**config.mk**
```make
export PLATFORM = sky130hd
export DESIGN_NAME = waypoint_bearing_guidance
export DESIGN_NICKNAME = d
export VERILOG_FILES = /design/src/rtl/wbg_pkg.sv /design/src/rtl/wbg_dist.sv /design/src/rtl/wbg_cordic.sv /design/src/rtl/waypoint_bearing_guidance.sv
export SDC_FILE = /design/constraint.sdc
export NUM_CORES = 2
export LEC_CHECK = 0
export ABC_AREA = 0
export BUFFER_PORTS_ARGS = -buffer_cell sky130_fd_sc_hd__buf_2
export CORE_ASPECT_RATIO = 1.25
export CORE_MARGIN = 8
export CORE_UTILIZATION = 60
export CTS_BUF_LIST = sky130_fd_sc_hd__clkbuf_8
export DETAILED_ROUTE_END_ITERATION = 6
export GPL_TIMING_DRIVEN = 0
export PLACE_DENSITY = 0.78
export SETUP_SLACK_MARGIN = 0.02
export SLEW_MARGIN = 20
export SYNTH_ARGS = -nofsm -noshare
export SYNTH_HDL_FRONTEND = slang
export SYNTH_SLANG_ARGS = --single-unit
export TNS_END_PERCENT = 1
```
**constraint.sdc**
```tcl
create_clock -name clk -period 18.4 [get_ports clk]
set_clock_uncertainty 0.05 [all_clocks]
set_input_delay 5.52 -clock clk [delete_from_list [all_inputs] [get_ports clk]]
set_output_delay 5.52 -clock clk [all_outputs]
set_load 0.02 [all_outputs]
```
**src/rtl/wbg_pkg.sv**
```systemverilog
// ----------------------------------------------------------------------------
// wbg_pkg: shared types and constants for the waypoint bearing guidance block
// Holds field widths, register indexes, reset values, the sequencer state
// type, unit status structs and the CORDIC arctangent table.
// ----------------------------------------------------------------------------
package wbg_pkg;

  // Number of waypoints in the route; the last one ends the mission.
  localparam int WAYPOINT_COUNT = 3;

  // Field widths.
  localparam int COORD_W   = 16;
  localparam int DIFF_W    = COORD_W + 1;
  localparam int RADIUS_W  = 15;
  localparam int THRUST_W  = 8;
  localparam int HEADING_W = 15;
  localparam int INDEX_W   = 2;
  localparam int IN_W      = 40;
  localparam int OUT_W     = 32;
  localparam int CFG_IDX_W = 3;
  localparam int CFG_DAT_W = 16;

  // CORDIC datapath: coordinates carry 20 fraction bits, angles are 2^-22 degree.
  localparam int FRAC_W       = 20;
  localparam int XY_W         = 40;
  localparam int Z_W          = 32;
  localparam int CORDIC_STEPS = 20;
  localparam int STEP_W       = 5;
  localparam logic signed [Z_W-1:0] ANGLE_90 = 32'sd377487360;
  localparam logic signed [15:0] HEADING_MAX = 16'sd11520;

  // Product and distance widths.
  localparam int PROD_W = 2 * DIFF_W;
  localparam int DIST_W = 33;

  // Register reset values.
  localparam logic [COORD_W-1:0]  WP0_X_RST   = 16'd100;
  localparam logic [COORD_W-1:0]  WP0_Y_RST   = 16'd300;
  localparam logic [COORD_W-1:0]  WP1_X_RST   = 16'd150;
  localparam logic [COORD_W-1:0]  WP1_Y_RST   = 16'd600;
  localparam logic [COORD_W-1:0]  WP2_X_RST   = 16'd100;
  localparam logic [COORD_W-1:0]  WP2_Y_RST   = 16'd900;
  localparam logic [RADIUS_W-1:0] RADIUS_RST  = 15'd30;
  localparam logic [THRUST_W-1:0] THRUST_RST  = 8'd10;

  // Configuration register indexes.
  typedef enum logic [CFG_IDX_W-1:0] {
    REG_WP0_X   = 3'd0,
    REG_WP0_Y   = 3'd1,
    REG_WP1_X   = 3'd2,
    REG_WP1_Y   = 3'd3,
    REG_WP2_X   = 3'd4,
    REG_WP2_Y   = 3'd5,
    REG_RADIUS  = 3'd6,
    REG_THRUST  = 3'd7
  } wbg_reg_t;

  // Top level sequencer states.
  typedef enum logic [1:0] {
    ST_IDLE,
    ST_DIST,
    ST_CORDIC,
    ST_OUT
  } wbg_state_t;

  // Status of the distance unit.
  typedef struct packed {
    logic done;
    logic captured;
  } wbg_dist_stat_t;

  // Status of the bearing unit.
  typedef struct packed {
    logic                        done;
    logic signed [HEADING_W-1:0] heading;
  } wbg_cordic_stat_t;

  // Arctangent of 2^-i in units of 2^-22 degree.
  function automatic logic signed [Z_W-1:0] atan_entry(input logic [STEP_W-1:0] i);
    logic signed [Z_W-1:0] t;
    begin
      case (i)
        5'd0:    t = 32'sd188743680;
        5'd1:    t = 32'sd111421900;
        5'd2:    t = 32'sd58872272;
        5'd3:    t = 32'sd29884485;
        5'd4:    t = 32'sd15000234;
        5'd5:    t = 32'sd7507429;
        5'd6:    t = 32'sd3754631;
        5'd7:    t = 32'sd1877430;
        5'd8:    t = 32'sd938729;
        5'd9:    t = 32'sd469366;
        5'd10:   t = 32'sd234683;
        5'd11:   t = 32'sd117342;
        5'd12:   t = 32'sd58671;
        5'd13:   t = 32'sd29335;
        5'd14:   t = 32'sd14668;
        5'd15:   t = 32'sd7334;
        5'd16:   t = 32'sd3667;
        5'd17:   t = 32'sd1833;
        5'd18:   t = 32'sd917;
        5'd19:   t = 32'sd458;
        default: t = '0;
      endcase
      return t;
    end
  endfunction

endpackage

```
**src/rtl/wbg_dist.sv**
```systemverilog
// ----------------------------------------------------------------------------
// wbg_dist: capture test with one shared multiplier
// Squares dx, dy and the radius in turn on a single 17x17 multiplier,
// sums the squares and flags whether the distance is inside the radius.
// ----------------------------------------------------------------------------
module wbg_dist
  import wbg_pkg::*;
(
  input  logic                       clk,
  input  logic                       rst,
  input  logic                       start,
  input  logic signed [DIFF_W-1:0]   dx,
  input  logic signed [DIFF_W-1:0]   dy,
  input  logic        [RADIUS_W-1:0] radius,
  output wbg_dist_stat_t             stat
);

  logic                     busy;
  logic [1:0]               cnt;
  logic signed [DIFF_W-1:0] op;
  logic signed [PROD_W-1:0] prod;
  logic [DIST_W-1:0]        acc;
  logic                     done;
  logic                     captured;

  // Operand for the shared multiplier follows the step count.
  always_comb begin
    case (cnt)
      2'd0:    op = dx;
      2'd1:    op = dy;
      2'd2:    op = $signed({{(DIFF_W-RADIUS_W){1'b0}}, radius});
      default: op = '0;
    endcase
  end

  // Control: four steps per test, done pulses for one cycle.
  always_ff @(posedge clk) begin
    if (rst) begin
      busy <= 1'b0;
      cnt  <= '0;
      done <= 1'b0;
    end else begin
      done <= 1'b0;
      if (start) begin
        busy <= 1'b1;
        cnt  <= '0;
      end else if (busy) begin
        cnt <= cnt + 2'd1;
        if (cnt == 2'd3) begin
          busy <= 1'b0;
          done <= 1'b1;
        end
      end
    end
  end

  // Datapath: product register, then accumulate, then compare.
  always_ff @(posedge clk) begin
    if (busy) begin
      prod <= op * op;
      case (cnt)
        2'd1:    acc <= prod[DIST_W-1:0];
        2'd2:    acc <= acc + prod[DIST_W-1:0];
        2'd3:    captured <= acc < prod[DIST_W-1:0];
        default: acc <= acc;
      endcase
    end
  end

  assign stat.done     = done;
  assign stat.captured = captured;

endmodule

```
**src/rtl/wbg_cordic.sv**
```systemverilog
// ----------------------------------------------------------------------------
// wbg_cordic: iterative CORDIC bearing unit
// Takes a vector, rotates it into the right half plane and runs twenty
// vectoring steps on one shared add and shift stage, one step per cycle.
// The angle is rounded to 1/64 degree and limited to plus or minus 180.
// ----------------------------------------------------------------------------
module wbg_cordic
  import wbg_pkg::*;
(
  input  logic                     clk,
  input  logic                     rst,
  input  logic                     start,
  input  logic signed [DIFF_W-1:0] bx,
  input  logic signed [DIFF_W-1:0] by,
  output wbg_cordic_stat_t         stat
);

  logic                        busy;
  logic                        fin;
  logic [STEP_W-1:0]           cnt;
  logic signed [XY_W-1:0]      x;
  logic signed [XY_W-1:0]      y;
  logic signed [Z_W-1:0]       z;
  logic signed [XY_W-1:0]      x_init;
  logic signed [XY_W-1:0]      y_init;
  logic signed [Z_W-1:0]       z_init;
  logic signed [DIFF_W:0]      bx_e;
  logic signed [DIFF_W:0]      by_e;
  logic signed [XY_W-1:0]      sx;
  logic signed [XY_W-1:0]      sy;
  logic signed [Z_W-1:0]       ang;
  logic signed [Z_W-1:0]       z_rnd;
  logic signed [15:0]          h;
  logic signed [HEADING_W-1:0] h_lim;
  logic                        done;
  logic signed [HEADING_W-1:0] heading;

  // Scale an 18-bit value into the fixed-point coordinate format.
  function automatic logic signed [XY_W-1:0] scale(input logic signed [DIFF_W:0] v);
    return {{(XY_W-DIFF_W-1-FRAC_W){v[DIFF_W]}}, v, {FRAC_W{1'b0}}};
  endfunction

  // Pre-rotation into the right half plane.
  always_comb begin
    bx_e = {bx[DIFF_W-1], bx};
    by_e = {by[DIFF_W-1], by};
    if (bx_e < 0) begin
      if (by_e >= 0) begin
        x_init = scale(by_e);
        y_init = scale(-bx_e);
        z_init = ANGLE_90;
      end else begin
        x_init = scale(-by_e);
        y_init = scale(bx_e);
        z_init = -ANGLE_90;
      end
    end else begin
      x_init = scale(bx_e);
      y_init = scale(by_e);
      z_init = '0;
    end
  end

  // Shared step: floor shifts of the old x and y, table angle.
  assign sx  = x >>> cnt;
  assign sy  = y >>> cnt;
  assign ang = atan_entry(cnt);

  // Round to 1/64 degree and limit.
  always_comb begin
    z_rnd = z + 32'sd32768;
    h     = z_rnd[Z_W-1:16];
    if (h > HEADING_MAX) begin
      h_lim = HEADING_MAX[HEADING_W-1:0];
    end else if (h < -HEADING_MAX) begin
      h_lim = HEADING_W'(-HEADING_MAX);
    end else begin
      h_lim = h[HEADING_W-1:0];
    end
  end

  // Control: load, twenty steps, a finishing step; a zero vector skips the steps.
  always_ff @(posedge clk) begin
    if (rst) begin
      busy <= 1'b0;
      fin  <= 1'b0;
      done <= 1'b0;
      cnt  <= '0;
    end else begin
      done <= 1'b0;
      fin  <= 1'b0;
      if (start) begin
        cnt <= '0;
        if (bx == '0 && by == '0) begin
          done <= 1'b1;
        end else begin
          busy <= 1'b1;
        end
      end else if (busy) begin
        cnt <= cnt + 5'd1;
        if (cnt == STEP_W'(CORDIC_STEPS - 1)) begin
          busy <= 1'b0;
          fin  <= 1'b1;
        end
      end else if (fin) begin
        done <= 1'b1;
      end
    end
  end

  // Datapath registers.
  always_ff @(posedge clk) begin
    if (start) begin
      x       <= x_init;
      y       <= y_init;
      z       <= z_init;
      heading <= '0;
    end else if (busy) begin
      if (!y[XY_W-1]) begin
        x <= x + sy;
        y <= y - sx;
        z <= z + ang;
      end else begin
        x <= x - sy;
        y <= y + sx;
        z <= z - ang;
      end
    end else if (fin) begin
      heading <= h_lim;
    end
  end

  assign stat.done    = done;
  assign stat.heading = heading;

endmodule

```
**src/rtl/waypoint_bearing_guidance.sv**
```systemverilog
// ----------------------------------------------------------------------------
// waypoint_bearing_guidance: waypoint following guidance top level
// Position ticks enter on the s_axis channel, guidance results leave on the
// m_axis channel, waypoints and limits are written on the cfg channel.
//
// Each tick carries pos_x, pos_y and stop_request. While the mission runs,
// a tick is checked against the capture radius of the current waypoint; on
// capture the block moves to the next waypoint with zero commands, or at the
// last waypoint reports mission_done and power_down and stops. Otherwise it
// returns the bearing to the waypoint with cruise thrust. A tick with
// stop_request set, and every tick after the mission has stopped, is taken
// and produces no result.
//
// Sequence: a tick first runs the capture test on the shared multiplier;
// when it is not captured, the bearing then runs on the iterative CORDIC
// stage, and the result goes to the result register. s_axis_tready is
// high only while no tick is in work.
// A result waits in the output register while m_axis_tready is low; the
// next tick may be taken meanwhile, and its result waits until the held one
// has gone. Reset restores the default route and restarts the mission.
// ----------------------------------------------------------------------------
module waypoint_bearing_guidance
  import wbg_pkg::*;
(
  input  logic                 clk,
  input  logic                 rst,
  // Position ticks. tdata, lowest bit up: pos_x[15:0], pos_y[31:16],
  // stop_request[32], zero fill [39:33].
  input  logic                 s_axis_tvalid,
  output logic                 s_axis_tready,
  input  logic [IN_W-1:0]      s_axis_tdata,
  // Results. tdata, lowest bit up: heading_cmd[14:0], heading_closed[15],
  // thrust_cmd[23:16], mission_done[24], power_down[25],
  // waypoint_index[27:26], zero fill [31:28].
  output logic                 m_axis_tvalid,
  input  logic                 m_axis_tready,
  output logic [OUT_W-1:0]     m_axis_tdata,
  // Register writes.
  input  logic                 cfg_valid,
  output logic                 cfg_ready,
  input  logic [CFG_IDX_W-1:0] cfg_index,
  input  logic [CFG_DAT_W-1:0] cfg_data
);

  localparam logic [INDEX_W-1:0] LAST_INDEX = INDEX_W'(WAYPOINT_COUNT - 1);

  wbg_state_t state;
  wbg_state_t state_next;

  logic [COORD_W-1:0]  wp0_x, wp0_y, wp1_x, wp1_y, wp2_x, wp2_y;
  logic [RADIUS_W-1:0] radius;
  logic [THRUST_W-1:0] cruise;
  logic [INDEX_W-1:0]  target_index;
  logic                running;

  logic signed [DIFF_W-1:0] dx;
  logic signed [DIFF_W-1:0] dy;
  logic signed [DIFF_W-1:0] dx_next;
  logic signed [DIFF_W-1:0] dy_next;
  logic signed [DIFF_W-1:0] bx;
  logic signed [DIFF_W-1:0] by;
  logic [COORD_W-1:0]       wx;
  logic [COORD_W-1:0]       wy;

  logic                        in_xfer;
  logic                        stop_req;
  logic                        dist_start;
  logic                        cordic_start;
  logic                        load_out;
  wbg_dist_stat_t              dist_stat;
  wbg_cordic_stat_t            cordic_stat;

  logic [HEADING_W-1:0] res_heading;
  logic                 res_closed;
  logic [THRUST_W-1:0]  res_thrust;
  logic                 res_done;

  // Register writes are always taken.
  assign cfg_ready = 1'b1;

  always_ff @(posedge clk) begin
    if (rst) begin
      wp0_x  <= WP0_X_RST;
      wp0_y  <= WP0_Y_RST;
      wp1_x  <= WP1_X_RST;
      wp1_y  <= WP1_Y_RST;
      wp2_x  <= WP2_X_RST;
      wp2_y  <= WP2_Y_RST;
      radius <= RADIUS_RST;
      cruise <= THRUST_RST;
    end else if (cfg_valid) begin
      case (cfg_index)
        REG_WP0_X:  wp0_x  <= cfg_data;
        REG_WP0_Y:  wp0_y  <= cfg_data;
        REG_WP1_X:  wp1_x  <= cfg_data;
        REG_WP1_Y:  wp1_y  <= cfg_data;
        REG_WP2_X:  wp2_x  <= cfg_data;
        REG_WP2_Y:  wp2_y  <= cfg_data;
        REG_RADIUS: radius <= cfg_data[RADIUS_W-1:0];
        REG_THRUST: cruise <= cfg_data[THRUST_W-1:0];
        default:    radius <= radius;
      endcase
    end
  end

  // Current waypoint; indexes past the route select the last entry.
  always_comb begin
    case (target_index)
      2'd0:    begin wx = wp0_x; wy = wp0_y; end
      2'd1:    begin wx = wp1_x; wy = wp1_y; end
      default: begin wx = wp2_x; wy = wp2_y; end
    endcase
  end

  // Offsets from the waypoint to the vehicle.
  assign dx_next = $signed({s_axis_tdata[COORD_W-1], s_axis_tdata[COORD_W-1:0]})
                 - $signed({wx[COORD_W-1], wx});
  assign dy_next = $signed({s_axis_tdata[2*COORD_W-1], s_axis_tdata[2*COORD_W-1:COORD_W]})
                 - $signed({wy[COORD_W-1], wy});
  assign stop_req = s_axis_tdata[2*COORD_W];
  assign in_xfer  = s_axis_tvalid && s_axis_tready;

  // The bearing looks from the vehicle toward the waypoint.
  assign bx = -dx;
  assign by = -dy;

  wbg_dist u_dist (
    .clk    (clk),
    .rst    (rst),
    .start  (dist_start),
    .dx     (dx),
    .dy     (dy),
    .radius (radius),
    .stat   (dist_stat)
  );

  wbg_cordic u_cordic (
    .clk   (clk),
    .rst   (rst),
    .start (cordic_start),
    .bx    (bx),
    .by    (by),
    .stat  (cordic_stat)
  );

  // Next state.
  always_comb begin
    state_next = state;
    case (state)
      ST_IDLE: begin
        if (in_xfer && running && !stop_req) state_next = ST_DIST;
      end
      ST_DIST: begin
        if (dist_stat.done) begin
          state_next = dist_stat.captured ? ST_OUT : ST_CORDIC;
        end
      end
      ST_CORDIC: begin
        if (cordic_stat.done) state_next = ST_OUT;
      end
      ST_OUT: begin
        if (!m_axis_tvalid || m_axis_tready) state_next = ST_IDLE;
      end
      default: state_next = ST_IDLE;
    endcase
  end

  // Sequencer outputs.
  always_comb begin
    s_axis_tready = 1'b0;
    dist_start    = 1'b0;
    cordic_start  = 1'b0;
    load_out      = 1'b0;
    case (state)
      ST_IDLE: begin
        s_axis_tready = 1'b1;
        dist_start    = in_xfer && running && !stop_req;
      end
      ST_DIST:   cordic_start = dist_stat.done && !dist_stat.captured;
      ST_CORDIC: cordic_start = 1'b0;
      ST_OUT:    load_out     = !m_axis_tvalid || m_axis_tready;
      default:   load_out     = 1'b0;
    endcase
  end

  // Control state: sequencer, mission progress, output valid.
  always_ff @(posedge clk) begin
    if (rst) begin
      state         <= ST_IDLE;
      target_index  <= '0;
      running       <= 1'b1;
      m_axis_tvalid <= 1'b0;
    end else begin
      state <= state_next;
      if (in_xfer && stop_req) running <= 1'b0;
      if (state == ST_DIST && dist_stat.done && dist_stat.captured) begin
        if (target_index >= LAST_INDEX) begin
          running <= 1'b0;
        end else begin
          target_index <= target_index + 2'd1;
        end
      end
      if (load_out) begin
        m_axis_tvalid <= 1'b1;
      end else if (m_axis_tready) begin
        m_axis_tvalid <= 1'b0;
      end
    end
  end

  // Payload registers.
  always_ff @(posedge clk) begin
    if (in_xfer) begin
      dx <= dx_next;
      dy <= dy_next;
    end
    if (state == ST_DIST && dist_stat.done) begin
      res_heading <= '0;
      res_closed  <= 1'b0;
      res_thrust  <= '0;
      res_done    <= target_index >= LAST_INDEX;
    end else if (state == ST_CORDIC && cordic_stat.done) begin
      res_heading <= cordic_stat.heading;
      res_closed  <= 1'b1;
      res_thrust  <= cruise;
      res_done    <= 1'b0;
    end
    if (load_out) begin
      m_axis_tdata <= {4'b0, target_index, res_done, res_done, res_thrust,
                       res_closed, res_heading};
    end
  end

`ifndef ASSERT_OFF
  // The target index never runs past the last waypoint.
  a_index_range: assert property (@(posedge clk) disable iff (rst)
    target_index <= LAST_INDEX)
    else $error("target index beyond last waypoint");
`endif
`ifndef ASSERT_OFF
  // A stop request ends the mission.
  a_stop_halts: assert property (@(posedge clk) disable iff (rst)
    (in_xfer && stop_req) |=> !running)
    else $error("stop request did not halt the mission");
`endif
`ifndef ASSERT_OFF
  // A held result is never overwritten by the next one.
  a_no_overwrite: assert property (@(posedge clk) disable iff (rst)
    (state == ST_OUT && m_axis_tvalid && !m_axis_tready) |=> state == ST_OUT)
    else $error("result left the output stage while the receiver stalled");
`endif
`ifndef ASSERT_OFF
  // The bearing unit only runs after a capture test that missed.
  a_cordic_after_miss: assert property (@(posedge clk) disable iff (rst)
    cordic_start |-> (dist_stat.done && !dist_stat.captured))
    else $error("bearing started without a missed capture test");
`endif
`ifndef ASSERT_OFF
  // A completed mission reports done only once it has stopped running.
  a_done_stops: assert property (@(posedge clk) disable iff (rst)
    (load_out && res_done) |-> !running)
    else $error("mission done reported while still running");
`endif

endmodule

```
==> results_dict.tcl <==
set metrics [dict create \
    final_cell_mix "nand2_1 (656), inv_1 (538), nor2_1 (438), a21oi_1 (434), ha_1 (319)" \
    grt_max_degree 53 \
    dp_hpwl_um 131000 \
    area_growth_pct 7.45 \
    finalSetupTns_ns 0 \
    drt_iter0_markers 4554 \
    htreeDepth 3 \
    numPortBuffers 76 \
    route.detailed.drc 1 \
    dp_cells 6364 \
    via_count 42490 \
    startpoint_type "register" \
    ys_seq_area_share_pct 24.4 \
    cts_root_buffer "clkbuf_8" \
    clk_pin_slew_worst_paths_ns 0.06 \
    nets 6104 \
    grt_use_total_pct 38.4 \
    report.final.setup_viol 0 \
    synth-seq-cells 444 \
    synth_edf_count 240 \
    finalHoldViolCount 0 \
    grt_overflow_total 0 \
    status "finished, violations left" \
    cts-buffers-inserted 75 \
    fillerInstances 6565 \
    final_max_slew_viol_count 0 \
    final_antenna_net_count 0 \
    fp.dieH_um 327 \
    start_util_pct 60.3 \
    grt_setup_unrepaired "false" \
    fin_crit_sh_pct 52.0 \
    ys.flop_type "edfxtp_1" \
    syn_avg_cell_area_um2 8.76 \
    die_w_um 265 \
    wl_per_cell_um 25.9 \
    max_freq_ghz 0.105 \
    post_cts_resized 0 \
    grt_pass1_wl_um 255000 \
    violations "design-rule violations" \
    path_class "reg -> reg" \
    synthCells 5286 \
    async_flop_share_pct 0 \
    pin_count 99 \
    antenna_found_initial 3 \
    drtPass1Iterations 7 \
    avgViaCountPerCell 6.53 \
    path_max_fanout 10 \
    hold_buffers 0 \
    hp-class "reg -> reg" \
    worstPathArrival_ns 10.03 \
    dieArea_mm2 0.0864 \
    critical_path_required_ns 18.87 \
    gp_congestion 1.09 \
    cts_setup_buffers 0 \
    final_cell_count_no_fill 6506 \
    cts_sinks 444 \
    drive_gt1_share_pct 8.54 \
    drv_cap 0 \
    slew-limit-headroom_pct 15.6 \
    cts_max_path_buffers 3 \
    rows 114 \
    ys_warn_count 0 \
    synth_area_mm2 0.0463 \
    cts_tree "built" \
    routed_wl_um 169000 \
    grt_pass1_vias 42471 \
    clock_latency_ns 0.74 \
    synth.distinct_cells 113 \
    final.min_clock_period_ns 9.56 \
    endpoint_kind "register" \
    layout_commonest_cell "nand2_1" \
    worst_pin_slew_ns 1.27 \
    core_mm2 0.0769 \
]
-- routing by layer --
layer / vias to the layer above / track usage, % / wire, um
met5: - / 0 / 0
met3: 722 / 6.99 / 13600
li1: 18899 / - / -
met4: 0 / 30.6 / 15900
met1: 20514 / 43.2 / 59700
met2: 2355 / 63.7 / 79600
-- Yosys cell counts, types with 22 or more instances --
master    count  area, um^2
nor3_1       99         495
nor2_1      438        1640
a211oi_1     35         263
a22oi_1      39         293
nor2b_1      53         332
nand4_1      27         169
fa_1        266        5330
o22ai_1      22         138
dfxtp_1     204        4080
xnor2_1     244        2140
mux2i_1      77         771
nand2b_1     61         382
buf_2        33         165
and3_1       49         307
xor2_1      110         963
nand2_1     656        2460
a21o_1       73         548
a22o_1       42         368
o211ai_1     49         368
clkbuf_1    152         571
mux2_2       29         327
ha_1        319        3990
and2_1       40         250
o21a_1       36         270
edfxtp_1    240        7210
o31ai_1      30         225
buf_1        23        86.3
nand3b_1     40         300
o21ai_0     205        1030
mux4_2       99        2230
a21oi_1     434        2170
or3_1        33         206
inv_1       514        1930
nand3_1      88         440
o21bai_1     29         218
a31oi_1      57         357
-- kinds of logic (layout without fill, tap and decap cells) --
logic type	Yosys count	after routing	share of synthesized area (%)
AND/OR/NAND/NOR	1690	1690	17.0
AO/OA/AOI/OAI	1221	1221	16.9
buffers and inverters	765	992	6.82
adder cells (fa/ha/maj)	585	585	20.1
flip-flops	444	444	24.4
XOR/XNOR	354	354	6.69
multiplexers	225	225	8.13
other	2	9	0.0162
-- flip-flops by register name, summed over array words and instances, names as in the netlist, 5 cells and up --
| name | cells |
|---|---|
| wp0_y | 16 |
| u_cordic.x | 40 |
| wp1_x | 16 |
| wp0_x | 16 |
| u_cordic.ang | 28 |
| u_dist.prod | 32 |
| u_dist.acc | 33 |
| m_axis_tdata | 27 |
| radius | 15 |
| wp2_x | 16 |
| cruise | 8 |
| u_cordic.y | 40 |
| res_heading | 15 |
| dx | 17 |
| u_cordic.z | 32 |
| u_cordic.heading | 15 |
| u_cordic.cnt | 5 |
| wp1_y | 16 |
| wp2_y | 16 |
| res_thrust | 8 |
| dy | 17 |
-- through the flow --
| step | util, % | hold slack (ns) | setup WS (ns) | area (um^2) |
|---|---|---|---|---|
| after floorplan | - | 0.350 | 10.16 | 46300 |
| after global placement | 62.4 | 0.358 | 8.87 | 48000 |
| after detailed placement | 62.6 | 0.365 | 9.20 | 48200 |
| after CTS | 64.7 | 0.372 | 9.15 | 49700 |
| after global routing | 64.7 | 0.374 | 8.57 | 49800 |
| final | 64.7 | 0.378 | 8.84 | 49800 |
-- critical path: stages, from the launching register on --
cell and delay [ns]:
dfxtp_1 0.52, clkbuf_1 0.52, buf_2 0.51, buf_2 0.40, buf_2 0.39, clkbuf_1 0.68
clkbuf_1 0.57, buf_1 0.59, clkbuf_1 0.70, o21ai_0 0.27, xnor2_1 0.20, ha_1 0.40
nand3_1 0.12, o2111ai_1 0.31, nand4_1 0.47, a211oi_1 0.52, o21ai_0 0.33, o21ai_0 0.40
a31oi_1 0.22, o31ai_1 0.67, mux2i_1 0.17, nor4b_1 0.29
-- final timing paths --
check	startpoint	end	slack, ns	depth (start not counted)
max reg2reg	u_cordic.cnt[4]	u_cordic.x[38]	8.84	21
max	u_cordic.cnt[4]	u_cordic.x[38]	8.84	21
min reg2reg	res_thrust[3]	m_axis_tdata[19]	0.38	0
min	res_thrust[3]	m_axis_tdata[19]	0.38	0
-- area by class of cell --
| class | count | area [um^2] | share of cell area [%] |
|---|---|---|---|
| repair buffers | 89 | 547 | 1.10 |
| flip-flops and latches | 444 | 11300 | 22.7 |
| inverters | 519 | 1950 | 3.91 |
| well taps | 986 | 1230 | 2.48 |
| diodes | 4 | 10.0 | 0.0201 |
| clock inverters | 54 | 433 | 0.870 |
| multi-input cells | 4080 | 31900 | 64.2 |
| plain buffers | 246 | 1210 | 2.44 |
| clock buffers | 84 | 1160 | 2.32 |
Power is left out: the tool's default activity adds up to more than one toggle a clock period on the data nets, which glitch-free logic cannot reach.
